## config.mk

```make
export PLATFORM = sky130hd
export DESIGN_NAME = decimal_seven_segment_frame_encoder
export DESIGN_NICKNAME = d
export VERILOG_FILES = /design/src/dssf_pkg.sv /design/src/dssf_dabble.sv /design/src/decimal_seven_segment_frame_encoder.sv
export SDC_FILE = /design/constraint.sdc
export NUM_CORES = 1
export LEC_CHECK = 0
export BUFFER_PORTS_ARGS = -buffer_cell sky130_fd_sc_hd__buf_2
export CAP_MARGIN = 20
export CORE_MARGIN = 2
export CORE_UTILIZATION = 62
export CTS_CLUSTER_DIAMETER = 30
export DETAILED_ROUTE_END_ITERATION = 8
export GPL_ROUTABILITY_DRIVEN = 0
export PLACE_DENSITY = 0.84
export REMOVE_ABC_BUFFERS = 1
export SLEW_MARGIN = 20
export SYNTH_ARGS = -nofsm -noshare
export SYNTH_HDL_FRONTEND = slang
export SYNTH_SLANG_ARGS = --single-unit
```

## constraint.sdc

```tcl
create_clock -name clk -period 6.7 [get_ports clk]
set_input_delay 0.67 -clock clk [delete_from_list [all_inputs] [get_ports clk]]
set_output_delay 0.67 -clock clk [all_outputs]
set_load 0.02 [all_outputs]
```

## src/dssf_pkg.sv

```systemverilog
`default_nettype none
// ----------------------------------------------------------------------------
// dssf_pkg
// Shared types, constants and helpers for the decimal seven-segment frame
// encoder: digit limits, command and segment codes, sequencer states.
// ----------------------------------------------------------------------------
package dssf_pkg;

  localparam int MAX_DIGITS = 5;
  localparam int VAL_W      = 16;
  localparam int LEN_W      = 3;
  localparam int POS_W      = 6;
  localparam int BYTE_W     = 8;
  localparam int BITCNT_W   = $clog2(VAL_W);

  localparam logic [BYTE_W-1:0] CMD_BASE  = 8'hC0;
  localparam logic [BYTE_W-1:0] COLON_BIT = 8'h80;
  localparam logic [LEN_W-1:0]  DIGIT_COUNT_RST = 3'd4;

  typedef logic [MAX_DIGITS-1:0][3:0] bcd_t;

  typedef enum logic [1:0] {
    S_IDLE,
    S_CONV,
    S_CMD,
    S_DIGITS
  } state_t;

  // Converter status toward the sequencer
  typedef struct packed {
    logic busy;
    logic done;
  } dbl_status_t;

  // Common seven-segment pattern, bit0 = a ... bit6 = g
  function automatic logic [BYTE_W-1:0] seg_code(input logic [3:0] digit);
    logic [BYTE_W-1:0] code;
    case (digit)
      4'd0:    code = 8'h3F;
      4'd1:    code = 8'h06;
      4'd2:    code = 8'h5B;
      4'd3:    code = 8'h4F;
      4'd4:    code = 8'h66;
      4'd5:    code = 8'h6D;
      4'd6:    code = 8'h7D;
      4'd7:    code = 8'h07;
      4'd8:    code = 8'h7F;
      4'd9:    code = 8'h6F;
      default: code = 8'h00;
    endcase
    return code;
  endfunction

  // Limit the requested digit count by the display size and the hard maximum
  function automatic logic [LEN_W-1:0] clamp_len(input logic [LEN_W-1:0] req,
                                                 input logic [LEN_W-1:0] dcnt);
    logic [LEN_W-1:0] n;
    n = req;
    if (n > dcnt) n = dcnt;
    if (n > LEN_W'(MAX_DIGITS)) n = LEN_W'(MAX_DIGITS);
    return n;
  endfunction

endpackage
`default_nettype wire

```

## src/dssf_dabble.sv

```systemverilog
`default_nettype none
// ----------------------------------------------------------------------------
// dssf_dabble
// Bit-serial binary to BCD converter: shifts the value in one bit per cycle
// and corrects each BCD digit by add-3 before every shift.
// ----------------------------------------------------------------------------
module dssf_dabble
  import dssf_pkg::*;
(
  input  wire logic             clk,
  input  wire logic             rst_n,
  input  wire logic             start,
  input  wire logic [VAL_W-1:0] value,
  output      dbl_status_t      status,
  output      bcd_t             bcd
);

  logic [VAL_W-1:0]    bin_r, bin_nxt;
  bcd_t                bcd_r, bcd_nxt;
  bcd_t                adj;
  logic [BITCNT_W-1:0] cnt_r, cnt_nxt;
  logic                busy_r, busy_nxt;
  logic                done_r, done_nxt;

  // Add 3 to every digit of 5 or more, then shift one binary bit in
  always_comb begin
    for (int i = 0; i < MAX_DIGITS; i++) begin
      adj[i] = (bcd_r[i] >= 4'd5) ? 4'(bcd_r[i] + 4'd3) : bcd_r[i];
    end
  end

  always_comb begin
    bin_nxt  = bin_r;
    bcd_nxt  = bcd_r;
    cnt_nxt  = cnt_r;
    busy_nxt = busy_r;
    done_nxt = 1'b0;
    if (start) begin
      bin_nxt  = value;
      bcd_nxt  = '0;
      cnt_nxt  = BITCNT_W'(VAL_W - 1);
      busy_nxt = 1'b1;
    end else if (busy_r) begin
      bin_nxt = {bin_r[VAL_W-2:0], 1'b0};
      // Top digit never exceeds 6 for a 16-bit value, so its MSB drops out
      bcd_nxt = {adj[MAX_DIGITS-1][2:0], adj[MAX_DIGITS-2:0], bin_r[VAL_W-1]};
      cnt_nxt = cnt_r - 1'b1;
      if (cnt_r == '0) begin
        busy_nxt = 1'b0;
        done_nxt = 1'b1;
      end
    end
  end

  // Payload registers
  always_ff @(posedge clk) begin
    bin_r <= bin_nxt;
    bcd_r <= bcd_nxt;
  end

  // Control registers
  always_ff @(posedge clk) begin
    if (!rst_n) begin
      cnt_r  <= '0;
      busy_r <= 1'b0;
      done_r <= 1'b0;
    end else begin
      cnt_r  <= cnt_nxt;
      busy_r <= busy_nxt;
      done_r <= done_nxt;
    end
  end

  assign status.busy = busy_r;
  assign status.done = done_r;
  assign bcd         = bcd_r;

`ifndef NO_ASSERTIONS
  // A new conversion never starts on top of a running one
  a_no_restart: assert property (@(posedge clk) disable iff (!rst_n)
    start |-> !busy_r)
    else $error("dssf_dabble: start while busy");

  // Finished result holds decimal digits only
  a_bcd_legal: assert property (@(posedge clk) disable iff (!rst_n)
    done_r |-> (bcd_r[0] < 4'd10) && (bcd_r[1] < 4'd10) && (bcd_r[2] < 4'd10)
               && (bcd_r[3] < 4'd10) && (bcd_r[4] < 4'd10))
    else $error("dssf_dabble: non-decimal digit");

  // Done follows the final shift
  a_done_after_busy: assert property (@(posedge clk) disable iff (!rst_n)
    done_r |-> $past(busy_r) && !busy_r)
    else $error("dssf_dabble: done without conversion");
`endif

endmodule
`default_nettype wire

```

## src/decimal_seven_segment_frame_encoder.sv

```systemverilog
`default_nettype none
// ----------------------------------------------------------------------------
// decimal_seven_segment_frame_encoder
// Turns a 16-bit value into a display frame: a command byte followed by one
// seven-segment byte per digit, most significant first.
// ----------------------------------------------------------------------------
// One request is taken at a time. After acceptance the value is converted to
// decimal by a bit-serial converter in 16 shift steps, then the command byte
// and the digit bytes leave one per cycle, unless the output stalls, through
// an output register. The next request is taken only once the final byte of
// the previous frame has been loaded into the output register; it may be
// taken while that final byte still waits.
module decimal_seven_segment_frame_encoder
  import dssf_pkg::*;
(
  input  wire logic              clk,
  input  wire logic              rst_n,
  // configuration
  input  wire logic              cfg_we,
  input  wire logic [LEN_W-1:0]  cfg_data,
  // request channel
  input  wire logic              in_valid,
  output      logic              in_stall,
  input  wire logic [POS_W-1:0]  in_position,
  input  wire logic [VAL_W-1:0]  in_value,
  input  wire logic [LEN_W-1:0]  in_length,
  input  wire logic              in_colon_on,
  // result channel
  output      logic              out_valid,
  input  wire logic              out_stall,
  output      logic [BYTE_W-1:0] out_byte,
  output      logic              out_last
);

  state_t            state_r, state_nxt;
  logic [LEN_W-1:0]  digit_count_r;
  logic [POS_W-1:0]  pos_r;
  logic [LEN_W-1:0]  len_r;
  logic              colon_r;
  logic [LEN_W-1:0]  cnt_r, cnt_nxt;
  logic              out_valid_r, out_valid_nxt;
  logic [BYTE_W-1:0] out_byte_r, out_byte_nxt;
  logic              out_last_r, out_last_nxt;

  logic              accept;
  logic              out_free;
  logic              load_cmd;
  logic              load_dig;
  dbl_status_t       conv_status;
  bcd_t              bcd;

  assign accept   = in_valid && !in_stall;
  assign out_free = !out_valid_r || !out_stall;
  assign in_stall = (state_r != S_IDLE);

  dssf_dabble u_dabble (
    .clk    (clk),
    .rst_n  (rst_n),
    .start  (accept),
    .value  (in_value),
    .status (conv_status),
    .bcd    (bcd)
  );

  // Next state
  always_comb begin
    state_nxt = state_r;
    case (state_r)
      S_IDLE:   if (accept) state_nxt = S_CONV;
      S_CONV:   if (conv_status.done) state_nxt = S_CMD;
      S_CMD: begin
        if (out_free) state_nxt = (len_r == '0) ? S_IDLE : S_DIGITS;
      end
      S_DIGITS: if (out_free && cnt_r == '0) state_nxt = S_IDLE;
      default:  state_nxt = S_IDLE;
    endcase
  end

  // Output register loads and digit counter
  always_comb begin
    load_cmd      = (state_r == S_CMD) && out_free;
    load_dig      = (state_r == S_DIGITS) && out_free;
    cnt_nxt       = cnt_r;
    out_valid_nxt = out_valid_r && out_stall;
    out_byte_nxt  = out_byte_r;
    out_last_nxt  = out_last_r;
    if (load_cmd) begin
      out_valid_nxt = 1'b1;
      out_byte_nxt  = CMD_BASE | BYTE_W'(pos_r);
      out_last_nxt  = (len_r == '0);
      cnt_nxt       = len_r - 1'b1;
    end else if (load_dig) begin
      out_valid_nxt = 1'b1;
      out_byte_nxt  = seg_code(bcd[cnt_r]) | (colon_r ? COLON_BIT : '0);
      out_last_nxt  = (cnt_r == '0);
      cnt_nxt       = cnt_r - 1'b1;
    end
  end

  // Capture request fields; update digit counter, output byte and last flag
  always_ff @(posedge clk) begin
    if (accept) begin
      pos_r   <= in_position;
      len_r   <= clamp_len(in_length, digit_count_r);
      colon_r <= in_colon_on;
    end
    cnt_r      <= cnt_nxt;
    out_byte_r <= out_byte_nxt;
    out_last_r <= out_last_nxt;
  end

  // Control state and configuration
  always_ff @(posedge clk) begin
    if (!rst_n) begin
      state_r       <= S_IDLE;
      out_valid_r   <= 1'b0;
      digit_count_r <= DIGIT_COUNT_RST;
    end else begin
      state_r     <= state_nxt;
      out_valid_r <= out_valid_nxt;
      if (cfg_we) digit_count_r <= cfg_data;
    end
  end

  assign out_valid = out_valid_r;
  assign out_byte  = out_byte_r;
  assign out_last  = out_last_r;

`ifndef NO_ASSERTIONS
  // A pending byte that is not the frame end means the frame is still open
  a_open_frame: assert property (@(posedge clk) disable iff (!rst_n)
    (out_valid_r && !out_last_r) |-> (state_r != S_IDLE))
    else $error("frame encoder: frame closed before last byte");

  // Digit index stays inside the clamped length
  a_cnt_range: assert property (@(posedge clk) disable iff (!rst_n)
    (state_r == S_DIGITS) |-> (cnt_r < len_r))
    else $error("frame encoder: digit index out of range");

  // Bytes are only emitted once the conversion has finished
  a_conv_quiet: assert property (@(posedge clk) disable iff (!rst_n)
    (state_r == S_CMD || state_r == S_DIGITS) |-> !conv_status.busy)
    else $error("frame encoder: emitting during conversion");
`endif

endmodule
`default_nettype wire

```

==> qor.yml <==
sta:
  unrepaired_setup_endpoints_after_global_routing: "no"
  final_max_slew_viol_count: 0
  final-hold-violation-count: 0
  ratio_of_final_minimum_period_to_clock_period: 0.3735
  final.setup.tns_ns: 0
  fin_worst_skew_ns: 0.007635
  setup_viol: 0
  maxClockFrequency_ghz: 0.3996
  slew_headroom: 0.4156
  tightestPinTransition_ns: 0.8766
  post-route-min-period_ns: 2.502
routing:
  number_of_nets_still_failing_antenna_checks_after_routing: 0
  drt_wl_total_um: 6412
  vias_per_std_cell: 5.587
  number_of_drc_violations_after_detailed_routing: 0
  drt-initial-drc-count: 142
  via_count: 2609
  firstDrtPassIters: 4
  wire_per_inst_um: 13.73
place:
  placed_area_um2: 3920
  port_buffer_count: 44
  hpwl_um: 4474
synthesis:
  synth-edff-count: 36
  area_share_of_the_largest_cell_type_after_synthesis: 0.2939
  async_flop_share: 0
  synth_sequential_area_ratio: 0.4789
  ff_latch_count_synth: 70
  netlist_instances: 344
  netlist_top_cells_area: "edfxtp_1 (29%), dfxtp_1 (19%), ha_1 (7.1%), mux2i_1 (5.7%), mux2_2 (4.6%)"
  synth_common_cells: "edfxtp_1 (36), dfxtp_1 (34), nor2_1 (33), a21oi_1 (23), inv_1 (22)"
  cell_area_after_synthesis_um2: 3679
  syn-mean-instance-area_um2: 10.69
  yosys_warnings: 0
  yosys.area.top_type: "edfxtp_1"
  postSynth.topFlopCell: "edfxtp_1"
  yosysUniqueCellTypes: 54
  post-synth-top-count-cell: "edfxtp_1"
final_layout:
  post_layout_inst_area_um2: 4139
  area.growth.synth_to_final_pct: 12.52
  post_route_cells_drive_above_1_share: 0.2347
  finalNetCount: 442
  antenna_cells: 0
setup_path:
  reg2reg_setup_slack_ns: 4.20
  criticalPathCategory: "reg2reg"
  cp-end-kind: "flip-flop"
  data_required_time_at_the_worst_endpoint_ns: 6.91
  crit_fanout: 11
  critical_path.startpoint_type: "flip-flop"
  critical_path_arrival_ns: 2.71
grt:
  grt_first_pass_wirelength_um: 10490
  grt_use_total: 0.2096
  maximum_number_of_pins_on_one_net_before_global_route_repair: 54
  first_global_vias: 2504
  globalRoute.totalOverflow: 0
  antenna_found_initial: 0
cts:
  cts-root-buf: "clkbuf_8"
  tritoncts.num_buffers: 9
  clkSlewWorstSetupHoldPaths_ns: 0.07
  clock_sinks: 70
  post_cts.repair.setup_buffers: 0
  cts_hold_buffers: 0
  post_cts_resize_count: 0
  worst_skew_pair.late_latency_ns: 0.35
  clock_tree_from_tritoncts: "yes"
  cts_buffer_depth: 2
  htree_levels: 3
power_and_ir_drop:
  power.combinational.fraction: 0.103
  power.leakage_uw: 0.001669
  power.density_nw_per_um2: 235.7
  switching_share: 0.2402
  clock_power_share: 0.385
  worst_supply_voltage_drop_on_vdd_mv: 0.1936
  intPower_uw: 741.3
  reg_power_frac: 0.511
  power_switching_uw: 234.4
die:
  io_pins: 45
  chipWidth_um: 81.03
  die_area_um2: 6565
  die_h_um: 81.03
  placement_rows: 28
  design.core.area_um2: 5816
  initial_utilization: 0.6325
run_status:
  status: "completed"
min_path:
  hp-class: "in2reg"
job:
  maxCapViolCount: 0
final timing paths:
kind	from	endpoint	cells past startpoint
setup / recovery	cnt_r[0]	out_byte[0]	8
setup reg to reg	cnt_r[0]	out_byte[0]	8
hold reg to reg	u_dabble.bcd[7]	u_dabble.bcd[7]	2
hold / removal	in_position[1]	pos_r[1]	1
kinds of logic (layout without fill, tap and decap cells):
| logic type | count (synthesis) | count (layout) | share of synthesized area |
|---|---|---|---|
| AND/OR/NAND/NOR | 97 | 97 | 0.1323 |
| flip-flops | 70 | 70 | 0.4789 |
| AO/OA/AOI/OAI | 68 | 68 | 0.1289 |
| buffers and inverters | 38 | 86 | 0.04728 |
| multiplexers | 37 | 37 | 0.1102 |
| adder cells (fa/ha/maj) | 21 | 21 | 0.07143 |
| XOR/XNOR | 13 | 13 | 0.03095 |
cells in the final DEF, fill, tap and decap left out, types with 2 or more instances in the layout:
| cell | instances |
|---|---|
| clkbuf_8 | 9 |
| xnor2_1 | 11 |
| o211ai_1 | 6 |
| ha_1 | 21 |
| xor2_1 | 2 |
| or2_2 | 2 |
| nor2b_1 | 2 |
| nand3_1 | 15 |
| mux2i_1 | 21 |
| edfxtp_1 | 36 |
| buf_2 | 44 |
| nand2b_1 | 15 |
| nor3_1 | 2 |
| inv_6 | 2 |
| inv_1 | 22 |
| inv_2 | 2 |
| nand2_1 | 18 |
| a31oi_1 | 3 |
| a21o_1 | 5 |
| nor2_1 | 33 |
| bufinv_16 | 2 |
| nor4b_1 | 2 |
| clkinv_2 | 2 |
| a21oi_1 | 23 |
| dfxtp_1 | 34 |
| o21ai_0 | 13 |
| mux2_2 | 15 |
layout make-up:
| type | instances | area [µm²] |
|---|---|---|
| Clock buffer | 9 | 123.9 |
| Clock inverter | 7 | 95.09 |
| Fill cell | 422 | 1677 |
| Inverter | 25 | 93.84 |
| Multi-Input combinational cell | 236 | 1743 |
| Sequential cell | 70 | 1762 |
| Tap cell | 75 | 93.84 |
| Timing Repair Buffer | 45 | 227.7 |
metal layers:
layer | vias up | global-route usage | wire length (µm)
met5 | - | 0 | 0
met4 | 0 | 0.06610 | 67
met3 | 7 | 0.08111 | 267
met2 | 49 | 0.3868 | 3315
met1 | 1246 | 0.2176 | 2760
li1 | 1307 | - | -
metrics by stage:
step | worst slack, ns | hold slack, ns | total power (µW) | util | cells
after floorplan | 4.407 | 0.4402 | 577.0 | - | 331
after global placement | 4.055 | 0.4642 | 603.6 | 0.6741 | 451
after detailed placement | 3.948 | 0.4753 | 609.4 | 0.6741 | 451
after CTS | 4.214 | 0.4821 | 983.2 | 0.7117 | 467
after global routing | 3.991 | 0.4744 | 1012 | 0.7117 | 467
final | 4.198 | 0.4898 | 975.7 | 0.7117 | 467
flip-flops by register name, summed over array words and instances (netlist names), 2 cells and up:
signal and count:
len_r 3, state_r 2, digit_count_r 3, u_dabble.cnt_r 4, cnt_r 3, out_byte 8, u_dabble.bcd 20, pos_r 6
u_dabble.bin_r 16
critical path, stage by stage (launching register included):
cell and delay, ns:
edfxtp_1 0.65, mux4_1 0.61, inv_1 0.06, o21a_1 0.22, inv_1 0.09, ha_1 0.20
nor3_1 0.22, o21ai_0 0.13, a21oi_1 0.16
power groups by stage:
stage          Clock, µW  Sequential (µW)  Combinational [µW]
3_3_place_gp           0              507                96.7
2_1_floorplan          0              509                67.7
5_1_grt              398              502                 112
6_report             376              499                 101
3_5_place_dp           0              508                 101
4_1_cts              382              499                 102
(Power assumes the default switching activity.)
